`src/rtl/core/pseu_pkg.sv`:
```
`default_nettype none

package pseu_pkg;

   // configuration port geometry
   localparam int CSR_INDEX_WIDTH = 3;
   localparam int CSR_DATA_WIDTH  = 32;

   // register indexes
   localparam logic [CSR_INDEX_WIDTH-1:0] REG_VELOCITY_RULE         = 3'd0;
   localparam logic [CSR_INDEX_WIDTH-1:0] REG_SHARED_RANDOM         = 3'd1;
   localparam logic [CSR_INDEX_WIDTH-1:0] REG_INERTIA_FACTOR        = 3'd2;
   localparam logic [CSR_INDEX_WIDTH-1:0] REG_COGNITIVE_GAIN        = 3'd3;
   localparam logic [CSR_INDEX_WIDTH-1:0] REG_SOCIAL_GAIN           = 3'd4;
   localparam logic [CSR_INDEX_WIDTH-1:0] REG_MAX_VELOCITY_FRACTION = 3'd5;

   // velocity rule codes
   localparam logic RULE_INERTIA      = 1'b0;
   localparam logic RULE_CONSTRICTION = 1'b1;

   // register reset values
   localparam logic        RST_VELOCITY_RULE         = RULE_CONSTRICTION;
   localparam logic        RST_SHARED_RANDOM         = 1'b0;
   localparam logic [16:0] RST_INERTIA_FACTOR        = 17'd47710;
   localparam logic [18:0] RST_COGNITIVE_GAIN        = 19'd134349;
   localparam logic [18:0] RST_SOCIAL_GAIN           = 19'd134349;
   localparam logic [16:0] RST_MAX_VELOCITY_FRACTION = 17'd32768;

   // saturation limits in the wide intermediate format
   localparam logic signed [35:0] SAT_HI = 36'sd2147483647;
   localparam logic signed [35:0] SAT_LO = -36'sd2147483648;

   typedef struct packed {
      logic signed [31:0] velocity_in;
      logic signed [31:0] position_in;
      logic signed [31:0] personal_best;
      logic signed [31:0] neighbour_best;
      logic [15:0]        rand_cognitive;
      logic [15:0]        rand_social;
      logic signed [31:0] lower_bound;
      logic signed [31:0] upper_bound;
   } req_payload_type;

   typedef struct packed {
      logic signed [31:0] velocity_out;
      logic signed [31:0] position_out;
      logic               bound_hit;
   } rsp_payload_type;

   typedef struct packed {
      logic        velocity_rule;
      logic        shared_random;
      logic [16:0] inertia_factor;
      logic [18:0] cognitive_gain;
      logic [18:0] social_gain;
      logic [16:0] max_velocity_fraction;
   } cfg_type;

   // sign extend a Q16.16 value into the wide intermediate format
   function automatic logic signed [35:0] ext36(input logic signed [31:0] x);
      return {{4{x[31]}}, x};
   endfunction

   // clip a wide intermediate to the signed 32-bit range
   function automatic logic signed [31:0] sat32(input logic signed [35:0] x);
      logic signed [31:0] r;
      if (x > SAT_HI) begin
         r = 32'sh7FFFFFFF;
      end else if (x < SAT_LO) begin
         r = 32'sh80000000;
      end else begin
         r = x[31:0];
      end
      return r;
   endfunction

endpackage

`default_nettype wire

```
`src/rtl/core/pseu_csr.sv`:
```
`default_nettype none

module pseu_csr (
   input  wire logic                                 clock,
   input  wire logic                                 reset,
   input  wire logic                                 csr_valid,
   output logic                                      csr_ready,
   input  wire logic [pseu_pkg::CSR_INDEX_WIDTH-1:0] csr_index,
   input  wire logic [pseu_pkg::CSR_DATA_WIDTH-1:0]  csr_wdata,
   output pseu_pkg::cfg_type                         cfg
);
   import pseu_pkg::*;

   cfg_type cfg_ff;
   cfg_type cfg_in;

   // writes are always taken, csr_ready is tied high
   assign csr_ready = 1'b1;

   // decode the register index, unknown indexes leave everything as is
   always_comb begin
      cfg_in = cfg_ff;
      if (csr_valid) begin
         unique case (csr_index)
            REG_VELOCITY_RULE:         cfg_in.velocity_rule         = csr_wdata[0];
            REG_SHARED_RANDOM:         cfg_in.shared_random         = csr_wdata[0];
            REG_INERTIA_FACTOR:        cfg_in.inertia_factor        = csr_wdata[16:0];
            REG_COGNITIVE_GAIN:        cfg_in.cognitive_gain        = csr_wdata[18:0];
            REG_SOCIAL_GAIN:           cfg_in.social_gain           = csr_wdata[18:0];
            REG_MAX_VELOCITY_FRACTION: cfg_in.max_velocity_fraction = csr_wdata[16:0];
            default:                   cfg_in = cfg_ff;
         endcase
      end
   end

   always_ff @(posedge clock) begin
      if (reset) begin
         cfg_ff.velocity_rule         <= RST_VELOCITY_RULE;
         cfg_ff.shared_random         <= RST_SHARED_RANDOM;
         cfg_ff.inertia_factor        <= RST_INERTIA_FACTOR;
         cfg_ff.cognitive_gain        <= RST_COGNITIVE_GAIN;
         cfg_ff.social_gain           <= RST_SOCIAL_GAIN;
         cfg_ff.max_velocity_fraction <= RST_MAX_VELOCITY_FRACTION;
      end else begin
         cfg_ff <= cfg_in;
      end
   end

   assign cfg = cfg_ff;

endmodule

`default_nettype wire

```
`config.mk`:
```
export PLATFORM = sky130hd
export DESIGN_NAME = pseu_csr
export DESIGN_NICKNAME = d
export VERILOG_FILES = /design/src/rtl/core/pseu_pkg.sv /design/src/rtl/core/pseu_csr.sv
export SDC_FILE = /design/constraint.sdc
export NUM_CORES = 1
export LEC_CHECK = 0
export BUFFER_PORTS_ARGS = -buffer_cell sky130_fd_sc_hd__buf_2
export CELL_PAD_IN_SITES_DETAIL_PLACEMENT = 0
export CELL_PAD_IN_SITES_GLOBAL_PLACEMENT = 1
export CORE_ASPECT_RATIO = 1.4
export CORE_MARGIN = 8
export CORE_UTILIZATION = 36
export CTS_CLUSTER_DIAMETER = 150
export DETAILED_ROUTE_END_ITERATION = 7
export GPL_ROUTABILITY_DRIVEN = 0
export PLACE_DENSITY_LB_ADDON = 0.1
export SYNTH_ARGS = -nofsm -noshare
export SYNTH_HDL_FRONTEND = slang
export SYNTH_SLANG_ARGS = --single-unit
export TNS_END_PERCENT = 10
```
`constraint.sdc`:
```
create_clock -name clock -period 1.1 [get_ports clock]
set_input_delay 0.22 -clock clock [delete_from_list [all_inputs] [get_ports clock]]
set_output_delay 0.22 -clock clock [all_outputs]
set_load 0.005 [all_outputs]
```
==> results of run 1 <==
[cell usage after synthesis (all sizes together)]
library cell / count
and4bb: 2
nand4bb: 2
nand4b: 1
and4b: 2
conb: 1
mux2i: 74
nand2b: 64
clkbuf: 5
nor2: 42
nor4b: 1
dfxtp: 74
buf: 15
[report_power, final]
part	internal, uW	switching, uW
clock network	1620	1020
registers	2740	28.3
logic	228	221
total	4590	1270
[final timing paths]
path,depth (start not counted),from,to
min reg2reg,2,cfg[51],cfg[51]
min,3,csr_wdata[17],cfg[34]
max reg2reg,2,cfg[53],cfg[53]
max,1,cfg[7],cfg[7]
[per-stage QoR]
stage	hold slack (ns)	setup slack, ns	utilization, %
global placement	0.4560	-0.1023	45.36
floorplan	0.3753	0.1130	-
finish	0.1625	0.08590	48.69
global route	0.1577	0.04555	48.69
CTS	0.1536	0.05347	48.69
detailed placement	0.4616	-0.1385	45.36
[area by class of cell]
cell class,instances,area (sq um),share of cell area [%]
clock buffers,12,256.5,6.465
repair buffers,115,693.2,17.47
multi-input cells,189,1394,35.13
clock inverters,3,15.01,0.3784
flip-flops and latches,74,1481,37.34
well taps,102,127.6,3.217
[routing by layer]
layer | track usage [%] | vias to the layer above | share of wire, %
li1 | - | 1147 | -
met1 | 15.38 | 1036 | 43
met2 | 21.99 | 59 | 49
met3 | 4.825 | 11 | 5.9
met4 | 6.370 | 0 | 2.0
met5 | 0 | - | 0
[cells by family after synthesis]
group                  count (synthesis)
buffers and inverters                 20
DFF                                   74
muxes                                 74
other                                  1
and+or+nand+nor                      114
==> impl_metrics.env, run 1 <==
export IMPL_drc=0
export IMPL_synth_top_area_share_pct=49.44
export IMPL_muxShareOfSynthArea_pct=24.72
export IMPL_insertedDiodeCount=0
export IMPL_die_x_um=93.11
export IMPL_synth_seq_area_share_pct=49.44
export IMPL_layout_drive_gt1_share_pct=33.84
export IMPL_synth_compound_area_share_pct=0
export IMPL_avgSynthCellArea_sq_um=10.59
export IMPL_status="completed"
export IMPL_die_h_um=124.0
export IMPL_cpPeakStageDelay_ns=0.35
export IMPL_cts_hold_buffers_added=0
export IMPL_stdcell_area_sq_um=3968
export IMPL_cts_tree="built"
export IMPL_vias=2253
export IMPL_finClkSkew_ns=0
export IMPL_yosys_register_bits=74
export IMPL_cp_num_buf_inv=1
export IMPL_drv_slew=0
export IMPL_grt_pass1_vias=2313
export IMPL_crit_slowest_cell="dfxtp_1"
export IMPL_critPathKind="reg2out"
export IMPL_finalNetCount=427
export IMPL_clkLatencyLatePin_ns=0.32
export IMPL_detail_route_antenna_nets=0
export IMPL_detail_route_wl_per_cell_um=15.32
export IMPL_ir_worst_vdd_v=0.0008215
export IMPL_io_pins=113
export IMPL_hold_class="in2reg"
export IMPL_post_cts_buffers=0
export IMPL_r2r_slack_ns=0.49
export IMPL_drt_initial_drc_count=77
export IMPL_cts_num_sinks=74
export IMPL_antenna_found_initial=0
export IMPL_numCtsBuffers=9
export IMPL_final_common_cell="buf_2"
export IMPL_grt_setup_unrepaired="false"
export IMPL_total_leakage_power_uw=0.001886
export IMPL_vias_per_cell=4.552
export IMPL_setup_tns_ns=0
export IMPL_place_hpwl_um=5638
export IMPL_startpoint_type="flip-flop"
export IMPL_finalCriticalPeriod_ns=1.014
export IMPL_fin_crit_sh_pct=92.19
export IMPL_power_total_uw=5863
export IMPL_grt_pass1_wl_um=11840
export IMPL_p_per_area_nw_per_um2=1478
export IMPL_syn_inst=283
export IMPL_finalSetupViolCount=0
export IMPL_synth_top_family_by_area="multiplexers"
export IMPL_maxCapViolations=0
export IMPL_hold_viol_final=0
export IMPL_worst_ep_required_time_ns=0.88
export IMPL_design_core_area_sq_um=8149
export IMPL_synthesis_area_sq_um=2997
export IMPL_yosysTopAreaCell="dfxtp_1"
export IMPL_post_place_cells=480
export IMPL_clock_fmax_ghz=0.9861
export IMPL_largest_reg_flops=74
export IMPL_dr_pass1_iters=4
export IMPL_nFillCells=794
export IMPL_crit_chain="buf_2"
export IMPL_arrival_ns=0.79
export IMPL_finalNonFillerCells=495
export IMPL_overflow=0
export IMPL_area_growth_pct=32.40
export IMPL_synth_fp_nets=321
export IMPL_place_area_sq_um=3696
export IMPL_crit_family="flip-flops"
export IMPL_cp_end_kind="primary output"
export IMPL_clockRootBuffer="clkbuf_16"
export IMPL_dieArea_sq_um=11540
export IMPL_htreeDepth=3
export IMPL_drt_wl_total_um=7581
export IMPL_critPathMaxFanout=2
export IMPL_synth_xor_area_share_pct=0
export IMPL_yosys_area_share_adder_pct=0
export IMPL_initial_core_util_pct=36.77
export IMPL_grt_max_degree=50
export IMPL_rows=39
export IMPL_layout_common_cells="buf_2, mux2i_1, dfxtp_1, nand2b_1, nor2_1"
export IMPL_cts_clk_slew_worst_paths_ns=0.05
export IMPL_synth_simple_area_share_pct=21.50
export IMPL_ctsResizeCount=0
export IMPL_synth_area_top_cells="dfxtp_1, mux2i_1, nand2b_1, nor2_1, buf_2"
export IMPL_ctsLongestPathBuffers=2
export IMPL_yosysWarnings=0
export IMPL_ys_types=16
export IMPL_gr_usage_all_layers_pct=13.47
export IMPL_portBuffers=98
Power figures use the tool's default switching activity.
==> inputs of run 2 (changes only) <==
--- a/config.mk
+++ b/config.mk
@@ -10,7 +10,7 @@
 export CELL_PAD_IN_SITES_GLOBAL_PLACEMENT = 1
 export CORE_ASPECT_RATIO = 1.4
 export CORE_MARGIN = 8
-export CORE_UTILIZATION = 36
+export CORE_UTILIZATION = 33
 export CTS_CLUSTER_DIAMETER = 150
 export DETAILED_ROUTE_END_ITERATION = 7
 export GPL_ROUTABILITY_DRIVEN = 0
==> constraint.sdc (replaced) <==
create_clock -name clock -period 0.91 [get_ports clock]
set_input_delay 0.182 -clock clock [delete_from_list [all_inputs] [get_ports clock]]
set_output_delay 0.182 -clock clock [all_outputs]
set_load 0.005 [all_outputs]
==> impl_metrics.env, run 2 (synthesis results as in run 1) <==
export IMPL_status="complete, but fails checks"
export IMPL_violations="negative setup slack"
export IMPL_area_growth_pct=46.18
export IMPL_post_place_cells=486
export IMPL_place_area_sq_um=3710
export IMPL_antenna_found_initial=0
export IMPL_initial_core_util_pct=33.57
export IMPL_clkLatencyLatePin_ns=0.33
export IMPL_grt_pass1_vias=2279
export IMPL_fin_crit_sh_pct=105.7
export IMPL_rr_startpoint="cfg[28]"
export IMPL_vias=2281
export IMPL_setup_ws_ns=-0.05187
export IMPL_cts_num_sinks=74
export IMPL_design_core_area_sq_um=8926
export IMPL_whs_endpoint="cfg[2]"
export IMPL_drv_slew=0
export IMPL_power_total_uw=7533
export IMPL_maxCapViolations=0
export IMPL_detail_route_antenna_nets=0
export IMPL_pwr_share_clk_pct=47.3
export IMPL_layout_drive_gt1_share_pct=53.52
export IMPL_detail_route_wl_per_cell_um=15.70
export IMPL_register_area_sq_um=1574
export IMPL_die_x_um=96.54
export IMPL_ir_worst_vdd_v=0.001093
export IMPL_gr_usage_all_layers_pct=13.27
export IMPL_startpoint_type="flip-flop"
export IMPL_insertedDiodeCount=0
export IMPL_holdCritStartpoint="csr_wdata[2]"
export IMPL_numCtsBuffers=9
export IMPL_worst_ep_required_time_ns=0.73
export IMPL_finalNonFillerCells=505
export IMPL_r2r_slack_ns=0.18
export IMPL_switching_share_pct=21.58
export IMPL_stdcell_area_sq_um=4380
export IMPL_hold_class="in2reg"
export IMPL_dr_pass1_iters=4
export IMPL_crit_family="flip-flops"
export IMPL_worstRegToRegCells=3
export IMPL_crit_slowest_cell="dfxtp_2"
export IMPL_drt_wl_total_um=7927
export IMPL_htreeDepth=3
export IMPL_finalSetupViolCount=74
export IMPL_layout_common_cells="mux2i_1, dfxtp_2, nand2b_1, buf_2, nor2_1"
export IMPL_crit_chain="buf_2"
export IMPL_arrival_ns=0.78
export IMPL_r2r_end="cfg[28]"
export IMPL_cp_num_buf_inv=1
export IMPL_critPathKind="reg2out"
export IMPL_p_int_uw=5908
export IMPL_pwr_share_comb_pct=7.9
export IMPL_rows=41
export IMPL_place_hpwl_um=5646
export IMPL_finalNetCount=431
export IMPL_power_switching_uw=1626
export IMPL_p_per_area_nw_per_um2=1720
export IMPL_grt_max_degree=50
export IMPL_clockRootBuffer="clkbuf_16"
export IMPL_multi_input_area_sq_um=1394
export IMPL_finalCriticalPeriod_ns=0.9619
export IMPL_clock_fmax_ghz=1.040
export IMPL_hold_viol_final=0
export IMPL_whs_path_depth=3
export IMPL_p_seq_share_pct=44.8
export IMPL_cp_end_kind="primary output"
export IMPL_grt_setup_unrepaired="true"
export IMPL_total_leakage_power_uw=0.002004
export IMPL_io_pins=113
export IMPL_die_h_um=128.8
export IMPL_post_route_util_pct=49.07
export IMPL_drt_initial_drc_count=49
export IMPL_post_place_ws_ns=-0.2205
export IMPL_largest_reg_flops=74
export IMPL_nFillCells=872
export IMPL_drc=0
export IMPL_grt_pass1_wl_um=12210
export IMPL_cts_tree="built"
export IMPL_portBuffers=98
export IMPL_critPathMaxFanout=2
export IMPL_vias_per_cell=4.517
export IMPL_finClkSkew_ns=0
export IMPL_cts_clk_slew_worst_paths_ns=0.06
export IMPL_dieArea_sq_um=12430
export IMPL_overflow=0
export IMPL_ctsLongestPathBuffers=2
export IMPL_cpPeakStageDelay_ns=0.34
==> run 2: area by class of cell <==
| class | count | share of cell area [%] |
|---|---|---|
| clock buffer | 11 | 5.770 |
| clock inverter | 5 | 1.200 |
| multi-input combinational | 189 | 31.82 |
| sequential | 74 | 35.93 |
| tap | 107 | 3.056 |
| timing repair buffer | 119 | 22.22 |
==> run 2: what timing repair did <==
action                     in CTS  in global routing
setup endpoints to repair      74                 74
hold buffers                    0                  0
cloned                          0                  0
buffers inserted                2                  1
gates resized for setup        88                 26
==> run 2: power by group through the flow <==
stage | Sequential (uW) | Combinational (uW) | Clock (uW)
6_report | 3370 | 595 | 3560
5_1_grt | 3380 | 653 | 3810
4_1_cts | 3370 | 579 | 3660
3_5_place_dp | 3420 | 559 | 0
3_3_place_gp | 3420 | 555 | 0
2_1_floorplan | 3430 | 286 | 0
==> run 2: how the worst max path moves through the flow <==
stage	to	cells after the start	from	slack (ns)
final	cfg[27]	1	cfg[27]	-0.05
after global routing	cfg[27]	1	cfg[27]	-0.09
after CTS	cfg[6]	1	cfg[6]	-0.08
after detailed placement	cfg[19]	4	csr_index[0]	-0.22
after global placement	cfg[17]	4	csr_index[0]	-0.21
after floorplan	cfg[44]	4	csr_index[2]	-0.04
==> run 2: layer usage <==
| layer | global-route usage (%) | vias up | wire length (um) |
|---|---|---|---|
| met2 | 20.61 | 60 | 3875 |
| met5 | 0 | - | 0 |
| met1 | 15.50 | 1058 | 3272 |
| li1 | - | 1153 | - |
| met3 | 4.895 | 10 | 618 |
| met4 | 6.708 | 0 | 160 |
==> run 2: per-stage QoR <==
step                hold WS (ns)  TNS (ns)
global route              0.1189    -4.633
global placement          0.4537    -10.16
CTS                       0.1003    -3.967
floorplan                 0.3373   -0.4035
detailed placement        0.4578    -10.98
finish                    0.1103    -2.497
